===== src/hw/rtl/zncc_pkg.sv =====
// Shared types and constants for the ZNCC score unit.
package zncc_pkg;

    localparam int unsigned COUNT_MAX = 255;
    localparam int unsigned MUL_AW    = 112;
    localparam int unsigned MUL_BW    = 40;
    localparam logic [3:0]  Q_MSB     = 4'd14;

    typedef enum logic [3:0] {
        OP_N_SRR,
        OP_SR_SR,
        OP_N_SCC,
        OP_SC_SC,
        OP_N_SRC,
        OP_SR_SC,
        OP_VR_VC,
        OP_COV_COV,
        OP_P_T,
        OP_X_T
    } mul_op_t;

    typedef struct packed {
        logic       clear;
        logic       q_clear;
        logic       mul_start;
        mul_op_t    op;
        logic [3:0] bit_idx;
        logic       out_load;
    } dp_cmd_t;

    typedef struct packed {
        logic last_done;
        logic mul_done;
        logic flat;
        logic cand_over;
        logic out_free;
    } dp_status_t;

endpackage


===== src/hw/rtl/zncc_ifs.sv =====
// Valid/ready channel interfaces for pixel items and score items.
interface zncc_in_if;
    logic       valid;
    logic       ready;
    logic [7:0] ref_pixel;
    logic [7:0] cur_top_left;
    logic [7:0] cur_top_right;
    logic [7:0] cur_bottom_left;
    logic [7:0] cur_bottom_right;
    logic [7:0] frac_x;
    logic [7:0] frac_y;
    logic       last;

    modport source (output valid, ref_pixel, cur_top_left, cur_top_right, cur_bottom_left,
                    cur_bottom_right, frac_x, frac_y, last, input ready);
    modport sink   (input valid, ref_pixel, cur_top_left, cur_top_right, cur_bottom_left,
                    cur_bottom_right, frac_x, frac_y, last, output ready);
endinterface

interface zncc_out_if;
    logic               valid;
    logic               ready;
    logic signed [15:0] score;
    logic               flat_window;

    modport source (output valid, score, flat_window, input ready);
    modport sink   (input valid, score, flat_window, output ready);
endinterface


===== src/hw/rtl/zncc_interp.sv =====
// Two-stage bilinear interpolation of the current pixel to 8.8 fixed point.
module zncc_interp #(
    parameter int FRAC_BITS = 8
) (
    input  logic        clk,
    input  logic        rst_n,
    input  logic        in_valid,
    input  logic [7:0]  ref_pixel,
    input  logic [7:0]  cur_top_left,
    input  logic [7:0]  cur_top_right,
    input  logic [7:0]  cur_bottom_left,
    input  logic [7:0]  cur_bottom_right,
    input  logic [7:0]  frac_x,
    input  logic [7:0]  frac_y,
    input  logic        in_last,
    output logic        c_valid,
    output logic [15:0] c_value,
    output logic [7:0]  c_ref,
    output logic        c_last
);
    localparam int WW = 2 * FRAC_BITS + 2;
    localparam int AW = 2 * FRAC_BITS + 10;
    localparam int SH = 2 * FRAC_BITS - 8;
    localparam logic [AW-1:0] HALF = (SH == 0) ? AW'(0) : AW'(1) << (SH - 1);
    localparam logic [FRAC_BITS:0] ONE = (FRAC_BITS + 1)'(1) << FRAC_BITS;

    logic [11:0]          fx_w, fy_w;
    logic [FRAC_BITS:0]   fx, fy, gx, gy;
    logic [WW-1:0]        w_tl, w_tr, w_bl, w_br;
    logic [AW-1:0]        acc, acc_shift;

    logic                 s1_valid_reg, s1_last_reg;
    logic [7:0]           s1_ref_reg, s1_tl_reg, s1_tr_reg, s1_bl_reg, s1_br_reg;
    logic [WW-1:0]        s1_wtl_reg, s1_wtr_reg, s1_wbl_reg, s1_wbr_reg;
    logic                 s2_valid_reg, s2_last_reg;
    logic [7:0]           s2_ref_reg;
    logic [15:0]          s2_c_reg;

    // Scale the 8-bit offsets to FRAC_BITS fractional bits.
    assign fx_w = {frac_x, 4'b0000} >> (12 - FRAC_BITS);
    assign fy_w = {frac_y, 4'b0000} >> (12 - FRAC_BITS);
    assign fx   = {1'b0, fx_w[FRAC_BITS-1:0]};
    assign fy   = {1'b0, fy_w[FRAC_BITS-1:0]};
    assign gx   = ONE - fx;
    assign gy   = ONE - fy;

    assign w_tl = WW'(gx) * WW'(gy);
    assign w_tr = WW'(fx) * WW'(gy);
    assign w_bl = WW'(gx) * WW'(fy);
    assign w_br = WW'(fx) * WW'(fy);

    assign acc = AW'(s1_tl_reg) * AW'(s1_wtl_reg) + AW'(s1_tr_reg) * AW'(s1_wtr_reg)
               + AW'(s1_bl_reg) * AW'(s1_wbl_reg) + AW'(s1_br_reg) * AW'(s1_wbr_reg);
    assign acc_shift = (acc + HALF) >> SH;

    always_ff @(posedge clk or negedge rst_n)
    begin
        if (!rst_n)
        begin
            s1_valid_reg <= 1'b0;
            s2_valid_reg <= 1'b0;
        end
        else
        begin
            s1_valid_reg <= in_valid;
            s2_valid_reg <= s1_valid_reg;
        end
    end

    always_ff @(posedge clk)
    begin
        s1_last_reg <= in_last;
        s1_ref_reg  <= ref_pixel;
        s1_tl_reg   <= cur_top_left;
        s1_tr_reg   <= cur_top_right;
        s1_bl_reg   <= cur_bottom_left;
        s1_br_reg   <= cur_bottom_right;
        s1_wtl_reg  <= w_tl;
        s1_wtr_reg  <= w_tr;
        s1_wbl_reg  <= w_bl;
        s1_wbr_reg  <= w_br;
        s2_last_reg <= s1_last_reg;
        s2_ref_reg  <= s1_ref_reg;
        s2_c_reg    <= acc_shift[15:0];
    end

    assign c_valid = s2_valid_reg;
    assign c_value = s2_c_reg;
    assign c_ref   = s2_ref_reg;
    assign c_last  = s2_last_reg;
endmodule


===== src/hw/rtl/zncc_mul.sv =====
// Shift-add multiplier, one multiplier bit per cycle, stops when the rest is zero.
module zncc_mul #(
    parameter int AW = 112,
    parameter int BW = 40
) (
    input  logic          clk,
    input  logic          rst_n,
    input  logic          start,
    input  logic [AW-1:0] a,
    input  logic [BW-1:0] b,
    output logic          done,
    output logic [AW-1:0] product
);
    logic          busy_reg, done_reg;
    logic [AW-1:0] a_reg, acc_reg;
    logic [BW-1:0] b_reg;
    logic          b_zero;

    assign b_zero = (b_reg == '0);

    always_ff @(posedge clk or negedge rst_n)
    begin
        if (!rst_n)
        begin
            busy_reg <= 1'b0;
            done_reg <= 1'b0;
        end
        else
        begin
            done_reg <= busy_reg && b_zero && !start;
            busy_reg <= start || (busy_reg && !b_zero);
        end
    end

    always_ff @(posedge clk)
    begin
        if (start)
        begin
            acc_reg <= '0;
            a_reg   <= a;
            b_reg   <= b;
        end
        else if (busy_reg && !b_zero)
        begin
            if (b_reg[0])
            begin
                acc_reg <= acc_reg + a_reg;
            end
            a_reg <= a_reg << 1;
            b_reg <= b_reg >> 1;
        end
    end

    assign done    = done_reg;
    assign product = acc_reg;
endmodule


===== src/hw/rtl/zncc_datapath.sv =====
// Accumulators, final-score registers and output register of the ZNCC unit.
module zncc_datapath #(
    parameter int FRAC_BITS = 8
) (
    input  logic                clk,
    input  logic                rst_n,
    input  logic                in_fire,
    input  logic [7:0]          ref_pixel,
    input  logic [7:0]          cur_top_left,
    input  logic [7:0]          cur_top_right,
    input  logic [7:0]          cur_bottom_left,
    input  logic [7:0]          cur_bottom_right,
    input  logic [7:0]          frac_x,
    input  logic [7:0]          frac_y,
    input  logic                in_last,
    input  zncc_pkg::dp_cmd_t   cmd,
    output zncc_pkg::dp_status_t status,
    input  logic                out_ready,
    output logic                out_valid,
    output logic signed [15:0]  score,
    output logic                flat_window
);
    import zncc_pkg::*;

    logic        c_valid, c_last;
    logic [15:0] c_value;
    logic [7:0]  c_ref;

    logic        p_valid_reg, p_last_reg;
    logic [7:0]  p_r_reg;
    logic [15:0] p_c_reg, p_rr_reg;
    logic [31:0] p_cc_reg;
    logic [23:0] p_rc_reg;

    logic [7:0]  n_reg;
    logic [15:0] sr_reg;
    logic [23:0] sc_reg, srr_reg;
    logic [39:0] scc_reg;
    logic [31:0] src_reg;
    logic        last_done_reg;

    logic [MUL_AW-1:0] x1_reg;
    logic [31:0]       vr_reg;
    logic [48:0]       vc_reg;
    logic [39:0]       mag_reg;
    logic              neg_reg;
    logic [80:0]       pv_reg;
    logic [79:0]       csq_reg;
    logic [14:0]       q_reg;

    logic              out_valid_reg, out_flat_reg;
    logic [15:0]       out_score_reg;

    logic [MUL_AW-1:0] mul_a, mul_prod;
    logic [MUL_BW-1:0] mul_b;
    logic              mul_done;
    logic [14:0]       cand, t_val;
    logic [40:0]       cov_w, cov_neg;
    logic              flat;

    zncc_interp #(.FRAC_BITS(FRAC_BITS)) u_interp (
        .clk              (clk),
        .rst_n            (rst_n),
        .in_valid         (in_fire),
        .ref_pixel        (ref_pixel),
        .cur_top_left     (cur_top_left),
        .cur_top_right    (cur_top_right),
        .cur_bottom_left  (cur_bottom_left),
        .cur_bottom_right (cur_bottom_right),
        .frac_x           (frac_x),
        .frac_y           (frac_y),
        .in_last          (in_last),
        .c_valid          (c_valid),
        .c_value          (c_value),
        .c_ref            (c_ref),
        .c_last           (c_last)
    );

    zncc_mul #(.AW(MUL_AW), .BW(MUL_BW)) u_mul (
        .clk     (clk),
        .rst_n   (rst_n),
        .start   (cmd.mul_start),
        .a       (mul_a),
        .b       (mul_b),
        .done    (mul_done),
        .product (mul_prod)
    );

    // Candidate quotient bit and its odd test value 2*cand-1.
    assign cand    = q_reg | (15'd1 << cmd.bit_idx);
    assign t_val   = {cand[13:0], 1'b0} - 15'd1;
    assign cov_w   = {1'b0, x1_reg[39:0]} - {1'b0, mul_prod[39:0]};
    assign cov_neg = 41'd0 - cov_w;
    assign flat    = (vr_reg == '0) || (vc_reg == '0);

    always_comb
    begin
        mul_a = '0;
        mul_b = '0;
        case (cmd.op)
            OP_N_SRR:   begin mul_a = MUL_AW'(srr_reg); mul_b = MUL_BW'(n_reg);   end
            OP_SR_SR:   begin mul_a = MUL_AW'(sr_reg);  mul_b = MUL_BW'(sr_reg);  end
            OP_N_SCC:   begin mul_a = MUL_AW'(scc_reg); mul_b = MUL_BW'(n_reg);   end
            OP_SC_SC:   begin mul_a = MUL_AW'(sc_reg);  mul_b = MUL_BW'(sc_reg);  end
            OP_N_SRC:   begin mul_a = MUL_AW'(src_reg); mul_b = MUL_BW'(n_reg);   end
            OP_SR_SC:   begin mul_a = MUL_AW'(sc_reg);  mul_b = MUL_BW'(sr_reg);  end
            OP_VR_VC:   begin mul_a = MUL_AW'(vc_reg);  mul_b = MUL_BW'(vr_reg);  end
            OP_COV_COV: begin mul_a = MUL_AW'(mag_reg); mul_b = mag_reg;          end
            OP_P_T:     begin mul_a = MUL_AW'(pv_reg);  mul_b = MUL_BW'(t_val);   end
            OP_X_T:     begin mul_a = x1_reg;           mul_b = MUL_BW'(t_val);   end
            default:    begin mul_a = '0;               mul_b = '0;               end
        endcase
    end

    always_ff @(posedge clk or negedge rst_n)
    begin
        if (!rst_n)
        begin
            p_valid_reg   <= 1'b0;
            n_reg         <= '0;
            sr_reg        <= '0;
            sc_reg        <= '0;
            srr_reg       <= '0;
            scc_reg       <= '0;
            src_reg       <= '0;
            last_done_reg <= 1'b0;
            q_reg         <= '0;
            out_valid_reg <= 1'b0;
        end
        else
        begin
            p_valid_reg <= c_valid;
            if (cmd.clear)
            begin
                n_reg         <= '0;
                sr_reg        <= '0;
                sc_reg        <= '0;
                srr_reg       <= '0;
                scc_reg       <= '0;
                src_reg       <= '0;
                last_done_reg <= 1'b0;
            end
            else if (p_valid_reg)
            begin
                // Drop the item once the count is full; the sums stay in range.
                if (n_reg != 8'(COUNT_MAX))
                begin
                    n_reg   <= n_reg + 8'd1;
                    sr_reg  <= sr_reg + 16'(p_r_reg);
                    sc_reg  <= sc_reg + 24'(p_c_reg);
                    srr_reg <= srr_reg + 24'(p_rr_reg);
                    scc_reg <= scc_reg + 40'(p_cc_reg);
                    src_reg <= src_reg + 32'(p_rc_reg);
                end
                if (p_last_reg)
                begin
                    last_done_reg <= 1'b1;
                end
            end

            if (cmd.q_clear)
            begin
                q_reg <= '0;
            end
            else if (mul_done && cmd.op == OP_X_T &&
                     mul_prod <= {2'b00, csq_reg, 30'd0})
            begin
                q_reg <= cand;
            end

            if (cmd.out_load)
            begin
                out_valid_reg <= 1'b1;
            end
            else if (out_ready)
            begin
                out_valid_reg <= 1'b0;
            end
        end
    end

    always_ff @(posedge clk)
    begin
        p_last_reg <= c_last;
        p_r_reg    <= c_ref;
        p_c_reg    <= c_value;
        p_rr_reg   <= 16'(c_ref) * 16'(c_ref);
        p_cc_reg   <= 32'(c_value) * 32'(c_value);
        p_rc_reg   <= 24'(c_ref) * 24'(c_value);

        if (mul_done)
        begin
            case (cmd.op)
                OP_N_SRR, OP_N_SCC, OP_N_SRC, OP_P_T: x1_reg <= mul_prod;
                OP_SR_SR:   vr_reg  <= x1_reg[31:0] - mul_prod[31:0];
                OP_SC_SC:   vc_reg  <= x1_reg[48:0] - mul_prod[48:0];
                OP_SR_SC:
                begin
                    neg_reg <= cov_w[40];
                    mag_reg <= cov_w[40] ? cov_neg[39:0] : cov_w[39:0];
                end
                OP_VR_VC:   pv_reg  <= mul_prod[80:0];
                OP_COV_COV: csq_reg <= mul_prod[79:0];
                default:    ;
            endcase
        end

        if (cmd.out_load)
        begin
            out_flat_reg  <= flat;
            if (flat)
            begin
                out_score_reg <= '0;
            end
            else
            begin
                out_score_reg <= neg_reg ? 16'd0 - {1'b0, q_reg} : {1'b0, q_reg};
            end
        end
    end

    assign status.last_done = last_done_reg;
    assign status.mul_done  = mul_done;
    assign status.flat      = flat;
    assign status.cand_over = cand[14] && (cand[13:0] != '0);
    assign status.out_free  = !out_valid_reg || out_ready;

    assign out_valid   = out_valid_reg;
    assign score       = out_score_reg;
    assign flat_window = out_flat_reg;
endmodule


===== src/hw/rtl/zncc_ctrl.sv =====
// Sequencer for accumulation, variance and covariance products and the score search.
module zncc_ctrl (
    input  logic                 clk,
    input  logic                 rst_n,
    input  logic                 in_fire,
    input  logic                 in_last,
    output logic                 in_ready,
    input  zncc_pkg::dp_status_t status,
    output zncc_pkg::dp_cmd_t    cmd
);
    import zncc_pkg::*;

    typedef enum logic [2:0] {
        S_ACC,
        S_DRAIN,
        S_MUL_GO,
        S_MUL_WAIT,
        S_BIT,
        S_OUT
    } state_t;

    state_t     state_reg, state_next;
    mul_op_t    op_reg, op_next;
    logic [3:0] bit_reg, bit_next;

    always_comb
    begin
        state_next    = state_reg;
        op_next       = op_reg;
        bit_next      = bit_reg;
        cmd           = '0;
        cmd.op        = op_reg;
        cmd.bit_idx   = bit_reg;
        case (state_reg)
            S_ACC:
            begin
                if (in_fire && in_last)
                begin
                    state_next = S_DRAIN;
                end
            end
            S_DRAIN:
            begin
                if (status.last_done)
                begin
                    cmd.q_clear = 1'b1;
                    op_next     = OP_N_SRR;
                    state_next  = S_MUL_GO;
                end
            end
            S_MUL_GO:
            begin
                cmd.mul_start = 1'b1;
                state_next    = S_MUL_WAIT;
            end
            S_MUL_WAIT:
            begin
                if (status.mul_done)
                begin
                    state_next = S_MUL_GO;
                    case (op_reg)
                        OP_N_SRR:   op_next = OP_SR_SR;
                        OP_SR_SR:   op_next = OP_N_SCC;
                        OP_N_SCC:   op_next = OP_SC_SC;
                        OP_SC_SC:   op_next = OP_N_SRC;
                        OP_N_SRC:   op_next = OP_SR_SC;
                        OP_SR_SC:
                        begin
                            if (status.flat)
                            begin
                                state_next = S_OUT;
                            end
                            else
                            begin
                                op_next = OP_VR_VC;
                            end
                        end
                        OP_VR_VC:   op_next = OP_COV_COV;
                        OP_COV_COV:
                        begin
                            bit_next   = Q_MSB;
                            state_next = S_BIT;
                        end
                        OP_P_T:     op_next = OP_X_T;
                        OP_X_T:
                        begin
                            if (bit_reg == '0)
                            begin
                                state_next = S_OUT;
                            end
                            else
                            begin
                                bit_next   = bit_reg - 4'd1;
                                state_next = S_BIT;
                            end
                        end
                        default:    state_next = S_OUT;
                    endcase
                end
            end
            S_BIT:
            begin
                // Skip candidates above +1.0.
                if (status.cand_over)
                begin
                    if (bit_reg == '0)
                    begin
                        state_next = S_OUT;
                    end
                    else
                    begin
                        bit_next = bit_reg - 4'd1;
                    end
                end
                else
                begin
                    op_next    = OP_P_T;
                    state_next = S_MUL_GO;
                end
            end
            S_OUT:
            begin
                if (status.out_free)
                begin
                    cmd.out_load = 1'b1;
                    cmd.clear    = 1'b1;
                    state_next   = S_ACC;
                end
            end
            default:    state_next = S_ACC;
        endcase
    end

    always_ff @(posedge clk or negedge rst_n)
    begin
        if (!rst_n)
        begin
            state_reg <= S_ACC;
            op_reg    <= OP_N_SRR;
            bit_reg   <= '0;
        end
        else
        begin
            state_reg <= state_next;
            op_reg    <= op_next;
            bit_reg   <= bit_next;
        end
    end

    assign in_ready = (state_reg == S_ACC);
endmodule


===== src/hw/rtl/zero_mean_ncc_score_unit.sv =====
// Zero-mean NCC score unit: one pixel item per cycle, one score item per window.
// Throughput: one item per cycle while a window accumulates; the window ends on last.
// After last: the pipeline drains (interp s1, s2 and product registers), then shift-add
// multiplies run (one bit per cycle, flat windows stop early), then the output is loaded.
// Input stalls during that computation; a finished score waits in the output register.
// Reset (asynchronous, active low) clears sums, count, sequencer and output valid.
module zero_mean_ncc_score_unit #(
    parameter int FRAC_BITS = 8
) (
    input logic        clk,
    input logic        rst_n,
    zncc_in_if.sink    pixels,
    zncc_out_if.source result
);
    import zncc_pkg::*;

    logic       in_fire;
    logic       in_ready;
    dp_cmd_t    cmd;
    dp_status_t status;

    assign pixels.ready = in_ready;
    assign in_fire      = pixels.valid && in_ready;

    zncc_ctrl u_ctrl (
        .clk      (clk),
        .rst_n    (rst_n),
        .in_fire  (in_fire),
        .in_last  (pixels.last),
        .in_ready (in_ready),
        .status   (status),
        .cmd      (cmd)
    );

    zncc_datapath #(.FRAC_BITS(FRAC_BITS)) u_datapath (
        .clk              (clk),
        .rst_n            (rst_n),
        .in_fire          (in_fire),
        .ref_pixel        (pixels.ref_pixel),
        .cur_top_left     (pixels.cur_top_left),
        .cur_top_right    (pixels.cur_top_right),
        .cur_bottom_left  (pixels.cur_bottom_left),
        .cur_bottom_right (pixels.cur_bottom_right),
        .frac_x           (pixels.frac_x),
        .frac_y           (pixels.frac_y),
        .in_last          (pixels.last),
        .cmd              (cmd),
        .status           (status),
        .out_ready        (result.ready),
        .out_valid        (result.valid),
        .score            (result.score),
        .flat_window      (result.flat_window)
    );
endmodule


===== src/flat_wrapper.sv =====
// flat-port wrapper written by rule: the top's interface ports become plain ports
module zero_mean_ncc_score_unit_flat import zncc_pkg::*;
#(
    parameter int FRAC_BITS = 8
)
  (clk, rst_n, pixels_valid, pixels_ref_pixel, pixels_cur_top_left, pixels_cur_top_right, pixels_cur_bottom_left, pixels_cur_bottom_right, pixels_frac_x, pixels_frac_y, pixels_last, pixels_ready, result_valid, result_score, result_flat_window, result_ready);
  zncc_in_if pixels_i ();
  zncc_out_if result_i ();
  input logic clk;
  input logic rst_n;
  input wire logic [$bits(pixels_i.valid)-1:0] pixels_valid;
  input wire logic [$bits(pixels_i.ref_pixel)-1:0] pixels_ref_pixel;
  input wire logic [$bits(pixels_i.cur_top_left)-1:0] pixels_cur_top_left;
  input wire logic [$bits(pixels_i.cur_top_right)-1:0] pixels_cur_top_right;
  input wire logic [$bits(pixels_i.cur_bottom_left)-1:0] pixels_cur_bottom_left;
  input wire logic [$bits(pixels_i.cur_bottom_right)-1:0] pixels_cur_bottom_right;
  input wire logic [$bits(pixels_i.frac_x)-1:0] pixels_frac_x;
  input wire logic [$bits(pixels_i.frac_y)-1:0] pixels_frac_y;
  input wire logic [$bits(pixels_i.last)-1:0] pixels_last;
  output wire logic [$bits(pixels_i.ready)-1:0] pixels_ready;
  output wire logic [$bits(result_i.valid)-1:0] result_valid;
  output wire logic [$bits(result_i.score)-1:0] result_score;
  output wire logic [$bits(result_i.flat_window)-1:0] result_flat_window;
  input wire logic [$bits(result_i.ready)-1:0] result_ready;
  assign pixels_i.valid = pixels_valid;
  assign pixels_i.ref_pixel = pixels_ref_pixel;
  assign pixels_i.cur_top_left = pixels_cur_top_left;
  assign pixels_i.cur_top_right = pixels_cur_top_right;
  assign pixels_i.cur_bottom_left = pixels_cur_bottom_left;
  assign pixels_i.cur_bottom_right = pixels_cur_bottom_right;
  assign pixels_i.frac_x = pixels_frac_x;
  assign pixels_i.frac_y = pixels_frac_y;
  assign pixels_i.last = pixels_last;
  assign pixels_ready = pixels_i.ready;
  assign result_valid = result_i.valid;
  assign result_score = result_i.score;
  assign result_flat_window = result_i.flat_window;
  assign result_i.ready = result_ready;
  zero_mean_ncc_score_unit #(.FRAC_BITS(FRAC_BITS)) u_core (.clk(clk), .rst_n(rst_n), .pixels(pixels_i), .result(result_i));
endmodule

===== config.mk =====
export PLATFORM = sky130hd
export DESIGN_NAME = zero_mean_ncc_score_unit_flat
export DESIGN_NICKNAME = d
export VERILOG_FILES = /design/src/hw/rtl/zncc_pkg.sv /design/src/hw/rtl/zncc_ifs.sv /design/src/hw/rtl/zncc_interp.sv /design/src/hw/rtl/zncc_mul.sv /design/src/hw/rtl/zncc_datapath.sv /design/src/hw/rtl/zncc_ctrl.sv /design/src/hw/rtl/zero_mean_ncc_score_unit.sv /design/src/flat_wrapper.sv
export SDC_FILE = /design/constraint.sdc
export NUM_CORES = 2
export LEC_CHECK = 0
export BUFFER_PORTS_ARGS = -buffer_cell sky130_fd_sc_hd__buf_2
export CAP_MARGIN = 20
export CORE_ASPECT_RATIO = 0.9
export CORE_UTILIZATION = 47
export CTS_CLUSTER_SIZE = 30
export DETAILED_ROUTE_END_ITERATION = 6
export SLEW_MARGIN = 25
export SYNTH_ARGS = -nofsm -noshare
export SYNTH_HDL_FRONTEND = slang
export SYNTH_SLANG_ARGS = --single-unit

===== constraint.sdc =====
create_clock -name clk -period 6.8 [get_ports clk]
set_input_delay 0.34 -clock clk [delete_from_list [all_inputs] [get_ports clk]]
set_output_delay 0.34 -clock clk [all_outputs]
set_load 0.05 [all_outputs]

# After elaboration in Yosys (flattened, before gate mapping)
# Cells that the tools add are included.
[op_classes]
bitwise = 2
n_lt_le_gt_ge = 1
addsub = 20
mul = 11
shift = 1
eq_ne = 25
n_reduce_logical = 48
n_mux = 59
[op_table]
columns = ["op", "count"]
rows = [
  ["$pmux 112 s9", 1],
  ["$mux 40", 6],
  ["$pmux 40 s6", 1],
  ["$mux 112", 2],
  ["$mux 24", 6],
  ["$add 112x112->112", 1],
  ["$le 112x110->1", 1],
  ["$mul 8x18->24", 4],
  ["$mux 32", 3],
  ["$add 24x24->24", 3],
  ["$logic_not 49->1", 1],
  ["$sub 49x49->49", 1],
  ["$add 24x16->24", 2],
  ["$mux 16", 3],
  ["$mux 15", 3],
  ["$sub 40x40->41", 1],
  ["$add 40x32->40", 1],
  ["$logic_not 40->1", 1],
  ["$sub 1x40->40 const A", 1],
  ["$add 32x24->32", 1],
  ["$logic_not 32->1", 1],
  ["$mul 16x16->32", 1],
  ["$mul 8x8->16", 2],
  ["$pmux 4 s8", 1],
  ["52 further kinds", 119],
]
[word_totals]
in_bits = 61
ff_bits = 1088
word_cells = 216

# Logic depth before layout (Yosys ltp)
[logic_depth]
ltp_word = 6
ltp_mapped = 30
ltp_nobuf = 28

# Modules after synthesis
# Synthesis repeated with hierarchy kept, for this count alone.
[hier_totals]
hier_cells = 9766
hier_area_um2 = 94476.9
[by_module_without_submodules]
columns = ["module", "instances", "cells_each", "area_each_um2", "seq_area_each_um2"]
rows = [
  ["zncc_datapath", 1, 4722, 47439.2, 18287.5],
  ["zncc_interp", 1, 2983, 28324.7, 2672.6],
  ["zncc_mul", 1, 1940, 17660.7, 6856.6],
  ["zncc_ctrl", 1, 120, 1046.0, 275.3],
  ["zero_mean_ncc_score_unit", 1, 1, 6.3, 0.0],
]

# Worst setup path before layout
# No wires, ideal clock.
[synth_path]
path_type = "reg2reg"
from = "register u_core.u_datapath.u_interp.s1_tl_reg[4]"
to = "register u_core.u_datapath.u_interp.s2_c_reg[15], in the netlist u_core.u_datapath.u_interp.c_value[15]"
n_path_buf = 2
period_less_slack_ps = 7419
setup_time_ps = 72
arrival_time_ps = 7346
required_ps = 6728
path_stages_with_launch = 29
path_slack_ps = -619
path_cell_list = "dfxtp_1 > clkbuf_1 > clkbuf_1 > nand2_1 > fa_1 > inv_1 > fa_1 > inv_1 > fa_1 > fa_1 > inv_1 > fa_1 > fa_1 > fa_1 > inv_1 > fa_1 > inv_1 > ha_1 > a21o_1 > a21o_1 > a41oi_1 > a211o_1 > a31o_2 > o21ai_0 > o21a_1 > o21a_1 > o21a_1 > nor2_1 > xnor2_1"
[synth_via]
elab_chain_cells = 5
[synth_lines]
columns = ["element", "line_no", "rtl"]
rows = [
  ["start, declared", "zncc_interp.sv:33", "logic [7:0] s1_ref_reg, s1_tl_reg, s1_tr_reg, s1_bl_reg, s1_br_reg;"],
  ["start signal, assigned", "zncc_interp.sv:74", "s1_tl_reg <= cur_top_left;"],
  ["$mul 8x18->24", "zncc_interp.sv:52", "assign acc = AW'(s1_tl_reg) * AW'(s1_wtl_reg) + AW'(s1_tr_reg) * AW'(s1_wtr_reg)"],
  ["$add 24x24->24", "zncc_interp.sv:52", ""],
  ["$add 24x24->24 (2 in series)", "zncc_interp.sv:53", "+ AW'(s1_bl_reg) * AW'(s1_wbl_reg) + AW'(s1_br_reg) * AW'(s1_wbr_reg);"],
  ["$add 24x8->24", "zncc_interp.sv:54", "assign acc_shift = (acc + HALF) >> SH;"],
  ["via u_core.u_datapath.u_interp.acc_shift[15]", "zncc_interp.sv:30", "logic [AW-1:0] acc, acc_shift;"],
  ["end signal, assigned", "zncc_interp.sv:84", "s2_c_reg <= acc_shift[15:0];"],
  ["end, declared", "zncc_interp.sv:37", "logic [15:0] s2_c_reg;"],
]
# The timed path passes the listed nets, and every way through them passes these cells.
# A chain may end at the register's enable or synchronous reset.

# Worst setup path after layout
[layout_path]
from = "register u_core.u_datapath.u_interp.s1_tl_reg[4]"
to = "register u_core.u_datapath.u_interp.s2_c_reg[14], in the netlist u_core.u_datapath.u_interp.c_value[14]"
# Same word-level chain as after synthesis.

==> summary.md <==
| Metric | Value |
|---|---|
| Run status | `complete, but fails checks` |
| Failing checks | `DRC, setup timing` |
| Root Driver | `clkbuf_16` |
| Commonest non-fill, non-tap cell in the layout | `inv_1` |
| PortBufs | `79` |
| Syn-to-layout area delta | `12.02%` |
| Drt total wl | `287800 um` |
| Final hold violations | `0` |
| Flip-flop and latch count after synthesis | `1077` |
| First-pass GRT wire length | `446100 um` |
| Met3 Usage GRT | `5.638%` |
| Setup Crit Path Kind | `reg2reg` |
| Placed Instances | `12389` |
| Initial antenna violation count | `25` |
| Data required, critical path | `7490 ps` |
| Gr usage total | `29.17%` |
| Setup crit end kind | `flip-flop` |
| TritonCTS clock tree | `yes` |
| Syn nets | `11550` |
| Clk slew on worst S/H paths | `60 ps` |
| Pre-CTS setup slack | `-642.2 ps` |
| H-Tree Depth | `4` |
| Worst skew pair latency | `810 ps` |
| Gr ovfl total | `0` |
| Antenna Violating Nets Remaining | `0` |
| Tcrit/Tclk final | `102.8%` |
| Slew @ Worst Pin | `1108 ps` |
| Mapped Area | `0.09297 sq mm` |
| Period minus WS final | `6987 ps` |
| Mapped Cells | `9764` |
| Maximum clock frequency | `143.1 MHz` |
| Slew margin rel. | `25.50%` |
| Die Ht | `423.9 um` |
| YS warnings | `0` |
| Detailed Place HPWL | `226300 um` |
| Syn avg cell area | `9.522 sq um` |
| Slew Viols, Final | `0` |
| Final RePlAce weighted congestion | `0.9448` |
| Share of cells above drive strength 1 | `9.341%` |
| Register area share after synthesis | `30.22%` |
| RSZ-0062 raised after global routing | `yes` |
| Final WS setup | `-187.0 ps` |
| Worst min path class | `in2reg` |
| Die W | `470.8 um` |
| Number of global-route vias before repair | `73255` |
| Distinct cells, synth | `99` |
| Layout Cells excl Fill | `12703` |
| Commonest cells after routing, fill and taps aside | `1339 x inv_1, 1230 x nand2_1, 910 x fa_1, 786 x ha_1, 591 x a21oi_1` |
| Pin count of the biggest net entering global routing | `162` |
| Critical path peak fanout | `6` |
| Clock Sinks | `1077` |
| Global routing's busiest layer | `met1` |
| Met2 usage | `41.95%` |
| Number of synthesized flops with an enable pin | `564` |
| DRC | `4` |
| # IOs | `80` |
| Routed vias/inst | `5.725` |
| TritonCTS Buffers | `132` |
| Post-Route Skew | `45.76 ps` |
| CP startpoint kind | `flip-flop` |
| Drt pass-1 iters | `7` |
| # Max-Cap Violations | `0` |
| Met1 Resource Use GR | `45.26%` |
| Row count | `154` |
| Final Net Count | `11804` |
| Main synth FF type | `edfxtp_1` |
| Core outline area | `0.1962 sq mm` |
| Vias after detailed routing | `72725` |
| Die area | `0.1996 sq mm` |
| Initial Util | `47.40%` |
| Clock tree buffer depth | `3` |
| Crit path DAT | `7680 ps` |
| Final setup vio count | `3` |
| Fraction of registers with async set/reset | `16.43%` |
| Routed len/inst | `22.66 um` |
| First DRT Iteration DRCs | `7372` |
==> cell families after synthesis <==
logic type / Yosys count / share of synthesized area, %
fa+ha+maj: 1725 / 30.69
flops: 1077 / 30.22
xor+xnor: 459 / 4.324
buf+inv: 1778 / 7.192
mux: 14 / 0.1601
simple gates: 2980 / 15.41
compound gates: 1731 / 12.01
==> repair_timing <==
item,4_1_cts,5_1_grt
endpoints found under the hold margin,96,0
setup endpoints to repair,25,18
hold buffers,44,0
resized for setup,128,98
pin swaps,115,79
buffers inserted,18,12
==> cell type report <==
type / count / area, sq um
Multi-Input combinational cell: 6909 / 58820
Sequential cell: 1077 / 28230
Clock inverter: 71 / 905.9
Inverter: 1368 / 5144
Fill cell: 17926 / 92010
Antenna cell: 2 / 5.005
Clock buffer: 172 / 3553
Timing Repair Buffer: 530 / 4267
Tap cell: 2574 / 3221
==> worst paths after layout <==
path | cells past startpoint | slack, ps | start | end
worst max-delay path | 27 | -190 | u_core.u_datapath.u_interp.s1_tl_reg[4]$_DFF_P_ | u_core.u_datapath.u_interp.c_value[14]$_DFF_P_
worst min register to register | 0 | 320 | u_core.u_datapath.u_interp.s1_ref_reg[2]$_DFF_P_ | u_core.u_datapath.u_interp.c_ref[2]$_DFF_P_
worst min-delay path | 3 | 120 | pixels_frac_y[0] | u_core.u_datapath.u_interp.s1_wtl_reg[0]$_DFF_P_
worst max register to register | 27 | -190 | u_core.u_datapath.u_interp.s1_tl_reg[4]$_DFF_P_ | u_core.u_datapath.u_interp.c_value[14]$_DFF_P_
max in group asynchronous | 3 | 5360 | rst_n | u_core.u_datapath.u_mul.done$_DFF_PN0_
min in group asynchronous | 2 | 150 | rst_n | u_core.u_datapath.sc_reg[5]$_DFFE_PN0P_
==> metrics by stage <==
step | TNS (ps) | utilization (%) | instance area (sq um) | hold WS (ps)
floorplan | -143.1 | - | 93100 | 44.41
global placement | -6246 | 50.16 | 98400 | 310.0
detailed placement | -6678 | 50.17 | 98420 | 312.1
CTS | -483.0 | 52.90 | 103800 | 49.00
global route | -1548 | 53.09 | 104100 | 105.2
finish | -382.8 | 53.09 | 104100 | 117.0
==> critical path, cell delays in order, from the launching register on <==
cell	delay, ps
dfxtp_2	330
buf_12	130
buf_8	130
buf_6	120
buf_4	140
and2_1	150
fa_1	510
fa_1	550
inv_1	60
fa_1	490
fa_1	490
inv_1	50
fa_1	490
inv_1	50
fa_1	480
fa_1	540
fa_1	560
inv_1	50
ha_1	300
and2_1	170
o21ai_1	220
o21ai_4	100
o21a_1	190
o21a_1	180
buf_4	130
buf_6	110
nor3_2	110
nor2_1	70
==> cell usage after synthesis, types with 57 or more instances <==
library cell,n,area (sq um)
and3_1,89,556.8
edfxtp_1,564,16940
and2_1,511,3197
xnor2_1,299,2619
dfxtp_1,336,6726
o21bai_1,64,480.5
nor4_1,57,356.6
nand3_1,179,895.9
a21oi_1,595,2978
nor3_1,108,540.5
nand4_1,120,750.7
nand2b_1,60,375.4
a21o_1,174,1306
fa_1,926,18540
ha_1,799,9997
o21ai_0,313,1567
nor2b_1,59,369.1
a22oi_1,85,638.1
dfrtp_1,177,4429
nor2_1,424,1592
nand2_1,1238,4647
inv_1,1366,5127
xor2_1,160,1401
clkbuf_1,369,1385
==> per-layer routing <==
layer / wire [um] / share of wire, %
met5: 80 / 0.028
met4: 4854 / 1.7
met3: 27950 / 9.7
met2: 118600 / 41
met1: 136400 / 47
Power is not shown: default switching activity piles up to over one toggle a cycle in this logic, so the estimate is an artifact.
